<file path="src/rtl/lsbpe_pkg.sv">
// Package for the LSB payload extractor: phase encoding, result kinds, field widths.
`timescale 1ns / 1ps
package lsbpe_pkg;

    localparam int KIND_W   = 3;
    localparam int VALUE_W  = 31;
    localparam int SKIP_W   = 10;
    localparam int CFG_IDX_W = 2;
    localparam int EXTLEN_W = 4;

    // Configuration register indexes
    localparam logic [CFG_IDX_W-1:0] CFG_MAGIC_WORD   = 2'd0;
    localparam logic [CFG_IDX_W-1:0] CFG_MAGIC_LENGTH = 2'd1;
    localparam logic [CFG_IDX_W-1:0] CFG_HEADER_SKIP  = 2'd2;

    // Result kinds
    localparam logic [KIND_W-1:0] KIND_EXT_BYTE    = 3'd0;
    localparam logic [KIND_W-1:0] KIND_SECRET_BYTE = 3'd1;
    localparam logic [KIND_W-1:0] KIND_MAGIC_ERR   = 3'd2;
    localparam logic [KIND_W-1:0] KIND_EXT_TOO_LONG = 3'd3;
    localparam logic [KIND_W-1:0] KIND_EXT_SIZE    = 3'd4;
    localparam logic [KIND_W-1:0] KIND_SECRET_SIZE = 3'd5;

    localparam logic [31:0] RESET_MAGIC_WORD   = 32'd0;
    localparam logic [2:0]  RESET_MAGIC_LENGTH = 3'd2;
    localparam logic [SKIP_W-1:0] RESET_HEADER_SKIP = 10'd54;

    typedef enum logic [7:0] {
        PH_IDLE    = 8'b0000_0001,
        PH_SKIP    = 8'b0000_0010,
        PH_MAGIC   = 8'b0000_0100,
        PH_EXTLEN  = 8'b0000_1000,
        PH_EXTBYTE = 8'b0001_0000,
        PH_SECLEN  = 8'b0010_0000,
        PH_SECRET  = 8'b0100_0000,
        PH_DONE    = 8'b1000_0000
    } phase_t;

endpackage

</file>
<file path="src/rtl/lsb_stego_payload_extractor.sv">
// Top level of the LSB steganography payload extractor.
//
//  channel   direction  handshake              payload
//  carrier   in         carrier_valid / stall  carrier_byte, start_of_file
//  result    out        result_valid / stall   result_kind, result_value, last_of_file
//  cfg       in         cfg_valid / cfg_ready  cfg_index, cfg_data
//
// Each carrier word passes through the input register and the combinational decode step,
// which writes the result register; one word per cycle while the result is not stalled.
// The decode step is a single shift, counter update and compare per word.
// Reset leaves the decoder idle until a word with start_of_file set arrives.
// A stalled result holds the result register; the input register then holds, and
// carrier_stall rises only while that input register is full and cannot advance.
`timescale 1ns / 1ps
module lsb_stego_payload_extractor #(
    parameter int MAX_EXTENSION = 9
) (
    input  logic                           clk,
    input  logic                           rst_n,
    input  logic                           carrier_valid,
    output logic                           carrier_stall,
    input  logic [7:0]                     carrier_byte,
    input  logic                           start_of_file,
    output logic                           result_valid,
    input  logic                           result_stall,
    output logic [lsbpe_pkg::KIND_W-1:0]   result_kind,
    output logic [lsbpe_pkg::VALUE_W-1:0]  result_value,
    output logic                           last_of_file,
    input  logic                           cfg_valid,
    output logic                           cfg_ready,
    input  logic [lsbpe_pkg::CFG_IDX_W-1:0] cfg_index,
    input  logic [31:0]                    cfg_data
);
    import lsbpe_pkg::*;

    localparam logic [VALUE_W-1:0] MAX_EXT_VAL = VALUE_W'(MAX_EXTENSION);

    // configuration
    logic [31:0]       magic_word_reg;
    logic [2:0]        magic_length_reg;
    logic [SKIP_W-1:0] header_skip_reg;

    // input register
    logic s1_valid_reg;
    logic s1_bit_reg;
    logic s1_sof_reg;

    // decoder state
    phase_t              phase_reg, phase_next;
    logic [SKIP_W-1:0]   skip_count_reg, skip_count_next;
    logic [4:0]          bit_count_reg, bit_count_next;
    logic [31:0]         bit_shift_reg, bit_shift_next;
    logic [VALUE_W-1:0]  items_done_reg, items_done_next;
    logic [EXTLEN_W-1:0] ext_length_reg, ext_length_next;
    logic [VALUE_W-1:0]  secret_length_reg, secret_length_next;
    logic [31:0]         magic_gathered_reg, magic_gathered_next;

    // result register
    logic               out_valid_reg;
    logic [KIND_W-1:0]  out_kind_reg;
    logic [VALUE_W-1:0] out_value_reg;
    logic               out_last_reg;

    logic               emit;
    logic [KIND_W-1:0]  emit_kind;
    logic [VALUE_W-1:0] emit_value;
    logic               emit_last;

    logic advance;
    logic accept;

    assign advance       = !out_valid_reg || !result_stall;
    assign carrier_stall = s1_valid_reg && !advance;
    assign accept        = carrier_valid && !carrier_stall;
    assign cfg_ready     = 1'b1;

    assign result_valid = out_valid_reg;
    assign result_kind  = out_kind_reg;
    assign result_value = out_value_reg;
    assign last_of_file = out_last_reg;

    always_comb
    begin
        phase_t             ph;
        logic [SKIP_W-1:0]  skc;
        logic [4:0]         bc;
        logic [31:0]        bs;
        logic [VALUE_W-1:0] itd;
        logic [VALUE_W-1:0] itd_inc;
        logic [EXTLEN_W-1:0] exl;
        logic [VALUE_W-1:0] scl;
        logic [31:0]        mg;
        logic [31:0]        w;
        logic [VALUE_W-1:0] sz;
        logic [2:0]         len;
        logic [31:0]        mask;
        logic               done;
        logic               go;

        ph  = phase_reg;
        skc = skip_count_reg;
        bc  = bit_count_reg;
        bs  = bit_shift_reg;
        itd = items_done_reg;
        exl = ext_length_reg;
        scl = secret_length_reg;
        mg  = magic_gathered_reg;
        emit       = 1'b0;
        emit_kind  = KIND_EXT_BYTE;
        emit_value = '0;
        emit_last  = 1'b0;
        w    = '0;
        sz   = '0;
        len  = 3'd1;
        mask = '0;
        done = 1'b0;
        go   = 1'b0;
        itd_inc = '0;

        if (s1_sof_reg)
        begin
            ph  = PH_SKIP;
            skc = '0;
            bc  = '0;
            bs  = '0;
            itd = '0;
            exl = '0;
            scl = '0;
            mg  = '0;
        end

        go = (ph != PH_IDLE) && (ph != PH_DONE);

        if (go && ph == PH_SKIP)
        begin
            if (skc < header_skip_reg)
            begin
                skc = skc + SKIP_W'(1);
                go  = 1'b0;
            end
            else
            begin
                ph = PH_MAGIC;
            end
        end

        if (go)
        begin
            bs   = {bs[30:0], s1_bit_reg};
            done = (ph == PH_EXTLEN || ph == PH_SECLEN) ? (bc == 5'd31) : (bc == 5'd7);
            bc   = bc + 5'd1;
            if (done)
            begin
                w  = bs;
                bc = '0;
                bs = '0;
                sz = w[31] ? '0 : w[VALUE_W-1:0];
                itd_inc = itd + VALUE_W'(1);
                case (ph)
                    PH_MAGIC:
                    begin
                        case (magic_length_reg) inside
                            3'd0, 3'd1: len = 3'd1;
                            3'd2:       len = 3'd2;
                            3'd3:       len = 3'd3;
                            default:    len = 3'd4;
                        endcase
                        mask = {{8{len == 3'd4}}, {8{len >= 3'd3}}, {8{len >= 3'd2}}, 8'hFF};
                        mg   = {mg[23:0], w[7:0]};
                        itd  = itd_inc;
                        if (itd_inc >= VALUE_W'(len))
                        begin
                            itd = '0;
                            if ((mg & mask) != (magic_word_reg & mask))
                            begin
                                ph        = PH_DONE;
                                emit      = 1'b1;
                                emit_kind = KIND_MAGIC_ERR;
                                emit_last = 1'b1;
                            end
                            else
                            begin
                                ph = PH_EXTLEN;
                            end
                        end
                    end
                    PH_EXTLEN:
                    begin
                        emit = 1'b1;
                        if (sz > MAX_EXT_VAL)
                        begin
                            ph        = PH_DONE;
                            emit_kind = KIND_EXT_TOO_LONG;
                            emit_last = 1'b1;
                        end
                        else
                        begin
                            exl        = sz[EXTLEN_W-1:0];
                            itd        = '0;
                            ph         = (sz == '0) ? PH_SECLEN : PH_EXTBYTE;
                            emit_kind  = KIND_EXT_SIZE;
                            emit_value = sz;
                        end
                    end
                    PH_EXTBYTE:
                    begin
                        itd = itd_inc;
                        if (itd_inc >= VALUE_W'(exl))
                        begin
                            itd = '0;
                            ph  = PH_SECLEN;
                        end
                        emit       = 1'b1;
                        emit_kind  = KIND_EXT_BYTE;
                        emit_value = VALUE_W'(w[7:0]);
                    end
                    PH_SECLEN:
                    begin
                        scl        = sz;
                        itd        = '0;
                        emit       = 1'b1;
                        emit_kind  = KIND_SECRET_SIZE;
                        emit_value = sz;
                        if (sz == '0)
                        begin
                            ph        = PH_DONE;
                            emit_last = 1'b1;
                        end
                        else
                        begin
                            ph = PH_SECRET;
                        end
                    end
                    PH_SECRET:
                    begin
                        itd        = itd_inc;
                        emit       = 1'b1;
                        emit_kind  = KIND_SECRET_BYTE;
                        emit_value = VALUE_W'(w[7:0]);
                        if (itd_inc >= scl)
                        begin
                            ph        = PH_DONE;
                            emit_last = 1'b1;
                        end
                    end
                    default:
                    begin
                        ph = PH_DONE;
                    end
                endcase
            end
        end

        phase_next          = ph;
        skip_count_next     = skc;
        bit_count_next      = bc;
        bit_shift_next      = bs;
        items_done_next     = itd;
        ext_length_next     = exl;
        secret_length_next  = scl;
        magic_gathered_next = mg;
    end

    always_ff @(posedge clk or negedge rst_n)
    begin
        if (!rst_n)
        begin
            magic_word_reg   <= RESET_MAGIC_WORD;
            magic_length_reg <= RESET_MAGIC_LENGTH;
            header_skip_reg  <= RESET_HEADER_SKIP;
        end
        else if (cfg_valid && cfg_ready)
        begin
            case (cfg_index)
                CFG_MAGIC_WORD:   magic_word_reg   <= cfg_data;
                CFG_MAGIC_LENGTH: magic_length_reg <= cfg_data[2:0];
                CFG_HEADER_SKIP:  header_skip_reg  <= cfg_data[SKIP_W-1:0];
                default:          ;
            endcase
        end
    end

    // input register
    always_ff @(posedge clk or negedge rst_n)
    begin
        if (!rst_n)
        begin
            s1_valid_reg <= 1'b0;
        end
        else if (accept)
        begin
            s1_valid_reg <= 1'b1;
        end
        else if (advance)
        begin
            s1_valid_reg <= 1'b0;
        end
    end

    always_ff @(posedge clk)
    begin
        if (accept)
        begin
            s1_bit_reg <= carrier_byte[0];
            s1_sof_reg <= start_of_file;
        end
    end

    // decoder state, stepped once per word leaving the input register
    always_ff @(posedge clk or negedge rst_n)
    begin
        if (!rst_n)
        begin
            phase_reg          <= PH_IDLE;
            skip_count_reg     <= '0;
            bit_count_reg      <= '0;
            bit_shift_reg      <= '0;
            items_done_reg     <= '0;
            ext_length_reg     <= '0;
            secret_length_reg  <= '0;
            magic_gathered_reg <= '0;
        end
        else if (s1_valid_reg && advance)
        begin
            phase_reg          <= phase_next;
            skip_count_reg     <= skip_count_next;
            bit_count_reg      <= bit_count_next;
            bit_shift_reg      <= bit_shift_next;
            items_done_reg     <= items_done_next;
            ext_length_reg     <= ext_length_next;
            secret_length_reg  <= secret_length_next;
            magic_gathered_reg <= magic_gathered_next;
        end
    end

    // result register
    always_ff @(posedge clk or negedge rst_n)
    begin
        if (!rst_n)
        begin
            out_valid_reg <= 1'b0;
        end
        else if (advance)
        begin
            out_valid_reg <= s1_valid_reg && emit;
        end
    end

    always_ff @(posedge clk)
    begin
        if (advance && s1_valid_reg && emit)
        begin
            out_kind_reg  <= emit_kind;
            out_value_reg <= emit_value;
            out_last_reg  <= emit_last;
        end
    end

endmodule

</file>
<file path="config.mk">
export PLATFORM = sky130hd
export DESIGN_NAME = lsb_stego_payload_extractor
export DESIGN_NICKNAME = d
export VERILOG_FILES = /design/src/rtl/lsbpe_pkg.sv /design/src/rtl/lsb_stego_payload_extractor.sv
export SDC_FILE = /design/constraint.sdc
export NUM_CORES = 1
export LEC_CHECK = 0
export BUFFER_PORTS_ARGS = -buffer_cell sky130_fd_sc_hd__buf_2
export CAP_MARGIN = 20
export CORE_UTILIZATION = 42
export DETAILED_ROUTE_END_ITERATION = 12
export GPL_TIMING_DRIVEN = 0
export PLACE_DENSITY_LB_ADDON = 0.3
export REMOVE_ABC_BUFFERS = 1
export SYNTH_ARGS = -nofsm -noshare
export SYNTH_HDL_FRONTEND = slang
export SYNTH_SLANG_ARGS = --single-unit
</file>
<file path="constraint.sdc">
create_clock -name clk -period 10.1 [get_ports clk]
set_input_delay 2.02 -clock clk [delete_from_list [all_inputs] [get_ports clk]]
set_output_delay 2.02 -clock clk [all_outputs]
set_load 0.02 [all_outputs]
</file>
==> summary.txt <==
Placement
  • # port buffers: 77
  • Place WS: about 4.4 ns
  • Routability cong.: between 0.9 and 1
  • Post-detail-place hpwl: about 23 mm

Synth
  • Top cells by count, synth: dfrtp_1, nand2_1, o21ai_0
  • Synth Cell Area: 0.0131 mm2
  • Share of the synthesized area in the top cell type: 0.354
  • Post-synthesis cell type count: slightly above 80
  • Leading area contributor after synthesis: dfrtp_1
  • Seq/Total Area, Yosys: 0.452
  • Most numerous cell in the Yosys netlist: dfrtp_1
  • Yosys Warn Count: 0
  • #FFs+latches synth: around 230
  • Top FF cell, synth: dfrtp_1
  • Average size of a mapped cell: 9.41 um2
  • Synth Instances: between 1000 and 1500
  • Number of synthesized flops with an enable pin: 37
  • Largest cells by area after synthesis: dfrtp_1, edfxtp_1, nand2_1, o21ai_0, ha_1
  • Ys async rst share: 0.838

Final layout
  • Max FFs per register: 32
  • N_diodes: 0
  • Net count, final: approximately 1500
  • Filler cell count: 2851
  • P&R area growth vs syn: 13.7%
  • Layout cell share with drive strength beyond 1: 0.144

Clock tree
  • Clk Latency, worst-skew pair: between 0.5 and 0.6 ns
  • H-tree Lvls: 1
  • Clock buffer depth: 3
  • CTS clk-pin slew, worst paths: about 0.060 ns
  • Root Buffer: clkbuf_16
  • Hold_buf cts: 0
  • Clock Sinks: ~230
  • Post-CTS Setup Bufs: 0
  • CTS tree: done
  • CTS Buf Count: 25
  • CTS resizes: 0

STA
  • Ratio of final minimum period to clock period: 0.566
  • Worst Tran Pin Value: between 0.9 and 1 ns
  • Minimum clock period: around 5.7 ns
  • Setup_tns: 0 ns
  • Worst Clk Skew: about 0.014 ns
  • Max-slew violation count: 0
  • Final setup fails: 0
  • RSZ-0062 raised after global routing: no
  • Relative slew margins: 0.345
  • Fmax: 175 MHz
  • Fin. Hold Viols: 0
  • Final WS setup: between 4 and 5 ns

Power
  • P per Cell Area: between 100 and 150 mW/mm2
  • Max VDD drop: between 0.1 and 0.15 mV
  • P_leak: 6.07 nW

Floorplan
  • Initial Util: 0.427
  • Core Region: a little over 0.03 mm2
  • Num ports: 86
  • Die height: 178 um
  • Die area: 0.0318 mm2
  • Row count: 64
  • Die W: approximately 180 um

Critical path
  • Worst Path Required: between 10 and 15 ns
  • Crit path launch type: register
  • WP data arrival: 6.15 ns
  • Crit Path Max Fanout: 32
  • Setup crit end kind: register
  • Crit Path Class: register to register

Route
  • Vias: 10800
  • DRT antenna net count: 0
  • Initial drt markers: a little over 900
  • WL final: ~33 mm
  • DRT Pass-1 Iters: 5
  • Wire per inst: 18.1 um
  • DRC: 0
  • Vias per cell: just under 6

GRT
  • First-pass GRT wire length: about 54 mm
  • Overall Global Routing Usage: 0.213
  • GR Layer Usage met1: 0.287
  • Grt met3 use: 0.0217
  • Gr busiest metal: met2
  • Met2 usage: 0.357
  • Initial antenna violation count: 0
  • Largest net degree at the start of global routing: roughly 120
  • Number of global-route vias before repair: slightly above 10000
  • GRT Residual Overflow: 0

Min path
  • Hold/Removal Path Class: register to register

Outcome
  • Status: complete, no violations

Run
  • Max Cap Violations: 0
## cell usage in the layout, fill, tap and decap left out, types with 7 or more instances in the layout
cell | synthesis | routed
dfrtp_1 | 185 | 185
nand2_1 | 175 | 174
o21ai_0 | 104 | 104
nor2_1 | 89 | 86
buf_2 | 12 | 76
a22oi_1 | 58 | 58
a21oi_1 | 48 | 48
xnor2_1 | 47 | 47
a22o_1 | 44 | 44
mux2_2 | 42 | 42
ha_1 | 41 | 41
and2_1 | 40 | 40
inv_1 | 38 | 38
edfxtp_1 | 37 | 37
nand3_1 | 32 | 32
nor3_1 | 33 | 31
nor2b_1 | 27 | 27
clkbuf_16 | 0 | 25
nand4_1 | 23 | 23
a31oi_1 | 19 | 19
xor2_1 | 16 | 16
or3_1 | 15 | 15
o32ai_1 | 13 | 13
nor4_1 | 11 | 11
buf_16 | 0 | 11
o22ai_1 | 10 | 10
or4_1 | 9 | 9
mux2i_1 | 9 | 9
and3_1 | 7 | 7
nand2b_1 | 7 | 7
a211oi_1 | 7 | 7
o211ai_1 | 7 | 7
clkbuf_1 | 69 | 7
## cell type report
type	instances	area [um2]	share of cell area
multi-input cells	1031	6700	0.451
flip-flops and latches	228	5900	0.397
clock buffers	34	679	0.0457
repair buffers	96	801	0.0539
well taps	396	495	0.0334
inverters	39	148	0.00994
clock inverters	12	128	0.00859
## path summary, 6_finish.rpt
check | from | end | slack, ns | cells after the start
max in group asynchronous | rst_n | magic_gathered_reg[10] | 7.75 | 3
hold reg to reg | bit_count_reg[1] | bit_count_reg[1] | 0.48 | 1
setup reg to reg | s1_sof_reg | magic_gathered_reg[13] | 4.38 | 13
min in group asynchronous | rst_n | secret_length_reg[25] | 1.55 | 2
setup / recovery | s1_sof_reg | magic_gathered_reg[13] | 4.38 | 13
hold / removal | bit_count_reg[1] | bit_count_reg[1] | 0.48 | 1
## through the flow
step	hold WS (ns)	utilization	std cells	area, um2	total power, mW
finish	0.484	0.485	1836	14900	2.17
global route	0.516	0.485	1836	14900	2.26
CTS	0.489	0.485	1836	14900	2.20
detailed placement	0.475	0.459	1790	14000	1.29
global placement	0.471	0.444	1771	13600	1.26
floorplan	0.442	-	1298	12700	1.18
## worst max-delay path, stage by stage (launching register included)
cell and delay, ns:
edfxtp_1 0.68, buf_16 0.29, buf_16 0.17, buf_16 0.17, nor2b_1 0.32, ha_1 0.18
nand4_1 0.09, or4_1 0.53, a41oi_1 0.61, o211a_1 0.52, nand2_1 0.65, nor2_2 1.00
a22oi_1 0.14, o21ai_0 0.24
## where the power goes
group | total [mW] | switching, mW | internal (mW)
registers | 1.04 | 0.0554 | 0.981
logic | 0.230 | 0.124 | 0.106
clock network | 0.908 | 0.382 | 0.525
## kinds of logic after synthesis
kind of cell / count (synthesis) / synth area share
AO/OA/AOI/OAI: 370 / 0.189
XOR/XNOR: 63 / 0.0422
adder cells (fa/ha/maj): 41 / 0.0393
buffers and inverters: 129 / 0.0389
flip-flops: 228 / 0.452
multiplexers: 51 / 0.0431
other: 1 / 0.000287
AND/OR/NAND/NOR: 505 / 0.195
## routing by layer
| metal | wire [um] | share of wire |
|---|---|---|
| met3 | 1450 | 0.044 |
| met2 | 16000 | 0.48 |
| met4 | 1010 | 0.030 |
| met5 | 0 | 0 |
| met1 | 14700 | 0.44 |
(Power assumes the default switching activity.)
